$ cat config.mk
export PLATFORM = sky130hd
export DESIGN_NAME = mjt_delay
export DESIGN_NICKNAME = d
export VERILOG_FILES = /design/src/design/mjt_delay.sv
export SDC_FILE = /design/constraint.sdc
export NUM_CORES = 1
export LEC_CHECK = 0
export BUFFER_PORTS_ARGS = -buffer_cell sky130_fd_sc_hd__buf_2
export CORE_ASPECT_RATIO = 1.4
export CORE_MARGIN = 4
export CORE_UTILIZATION = 40
export DETAILED_ROUTE_END_ITERATION = 10
export PLACE_DENSITY_LB_ADDON = 0.08
export REMOVE_ABC_BUFFERS = 1
export SLEW_MARGIN = 20
export SYNTH_ARGS = -nofsm -noshare
export SYNTH_HDL_FRONTEND = slang
export SYNTH_SLANG_ARGS = --single-unit
$ cat constraint.sdc
create_clock -name clk -period 0.8 [get_ports clk]
set_input_delay 0.08 -clock clk [delete_from_list [all_inputs] [get_ports clk]]
set_output_delay 0.08 -clock clk [all_outputs]
set_load 0.03 [all_outputs]
$ cat src/design/mjt_delay.sv
// Fixed-depth register delay line for pipeline alignment.
module mjt_delay #(
  parameter int W     = 64,
  parameter int DEPTH = 2
) (
  input  logic         clk,
  input  logic [W-1:0] d,
  output logic [W-1:0] q
);

  logic [W-1:0] sr [0:DEPTH-1];

  always_ff @(posedge clk) begin
    sr[0] <= d;
    for (int i = 1; i < DEPTH; i++) begin
      sr[i] <= sr[i-1];
    end
  end

  assign q = sr[DEPTH-1];

endmodule

==> flow_summary.toml <==
[floorplan]
core_um2 = 7360
initial_core_util_pct = 41.3
dieWidth_um = 81.7
die-height_um = 111
num_rows = 37
io_pins = 129
dieArea_um2 = 9090

[yosys]
syn_area_per_cell_um2 = 15.8
synthCells = 192
yosysWarnings = 0
ys_types = 2
netlist_area_um2 = 3040
ys_ff_latch = 128
ys_seq_area_share_pct = 84.2

[placed_design]
dp.cells = 353
dpl.hpwl_mm = 3.05
gp_congestion = 0.669
io_buffers = 128
post_dp_cell_area_um2 = 3320

[final_layout]
drive_gt1_share_pct = 62.8
multi_input_gates = 0
largest_reg_flops = 128
finalNonFillerCells = 449
antenna_cells = 0
syn_to_final_growth_pct = 64.6
largest_registers = "sr x128"
fillers = 492
nets = 404
seq_area_um2 = 2640
final_cell_mix = "dlygate4sd3_1 (64), buf_2 (64), buf_6 (64), dfxtp_1 (64), dfxtp_2 (64)"
largest-register = "sr"
stdcell_area_um2 = 5010
multi_input_area_um2 = 0

[worst_hold_path]
hold_path.class = "in2reg"

[clock_network]
cts_buffers = 17
clock_latency_ps = 500
cts_root_buf = "clkbuf_8"
h-tree-depth = 4
cts_setup_buffers = 0
cts_tree = "yes"
clk_pin_slew_worst_paths_ps = 60
cts_buffer_depth = 2
clock-sinks = 128

[setup_path]
slowest_stage = "dfxtp_2"
required_ps = 720
worst-path-max-fanout = 1
start_kind = "flop"
path_cells = "buf_6"
endpoint_kind = "output pin"
arrival_ps = 960
worstSetupPathType = "reg2out"
crit_family = "flip-flops"
slowest_delay_ps = 330
critPathBufInv = 1

[timing]
fin_crit_sh_pct = 130
period_minus_slack_ps = 1040
setup_viol = 64
clock_skew_ps = 7.18
worst_slack_ps = -238
drv_slew = 0
whs_ps = 204
finalHoldViolCount = 0
rsz0062_at_grt = "true"
slew_headroom_pct = 81.1
worst_pin_slew_ps = 283
fmax_mhz = 963

[detailed_routing]
vias_per_cell = 3.68
ant_nets = 0
drc = 0
post_drt_wl_per_cell_um = 11.7
vias = 1652
drt-total-wl_mm = 5.26
drt_pass1_iterations = 3
drt_iter0_drc = 34

[pwr]
ir_drop_uv = 1760
p_leak_nw = 2.26
powerDensity_nw_per_um2 = 3000

[status]
outcome = "complete, but fails checks"
failed_checks = "negative setup slack"

[grt]
grt_pass1_wl_mm = 8.69
grt_pass1_vias = 1857
grt_max_degree = 17
grt_usage_pct = 13.5
antenna_found_initial = 0
overflow = 0

[run]
cap_violations = 0
-- worst paths after layout --
check	from	endpoint	slack, ps	cells after the start
worst min-delay path	d[52]	sr[0][52]$_DFF_P_	200	2
worst min register to register	sr[0][50]$_DFF_P_	sr[0][114]$_DFF_P_	320	0
worst max-delay path	sr[0][111]$_DFF_P_	q[47]	-240	1
worst max register to register	sr[0][7]$_DFF_P_	sr[0][71]$_DFF_P_	390	0
-- what timing repair did --
item,4_1_cts,5_1_grt
resized for setup,192,0
hold buffers,64,0
hold endpoints to repair,64,0
setup endpoints to repair,64,64
-- stage by stage --
stage                     TNS [ps]  setup WS (ps)  power [mW]  util, %
after CTS                   -16200           -265        15.2     68.1
after floorplan                  0            261        7.28        -
final                       -14270           -238        15.0     68.1
after detailed placement         0            221        7.60     45.2
after global routing        -17530           -290        15.7     68.1
after global placement           0            210        7.59     45.2
-- Yosys cell counts, drive strengths merged --
master	count	area, µm²
buf	64	480
dfxtp	128	2560
-- layout make-up --
class	count	area share (%)
tap	97	2.42
clock buffer	22	9.04
timing repair buffer	192	33.6
clock inverter	10	2.22
sequential	128	52.7
-- layer usage --
layer  track usage (%)  up-vias  part of all wire [%]
li1                  -      822                     -
met1              11.5      726                    31
met2              22.1       87                    55
met3              8.37       17                    11
met4              9.65        0                   3.2
met5                 0        -                     0
-- power breakdown --
part / switching, mW / internal, mW
Sequential: 0.112 / 6.76
Combinational: 0.497 / 0.622
Clock: 2.48 / 4.57
-- kinds of logic after synthesis --
| kind of cell | synth area share (%) |
|---|---|
| buffers and inverters | 15.8 |
| flip-flops | 84.2 |
(Power assumes the default switching activity.)
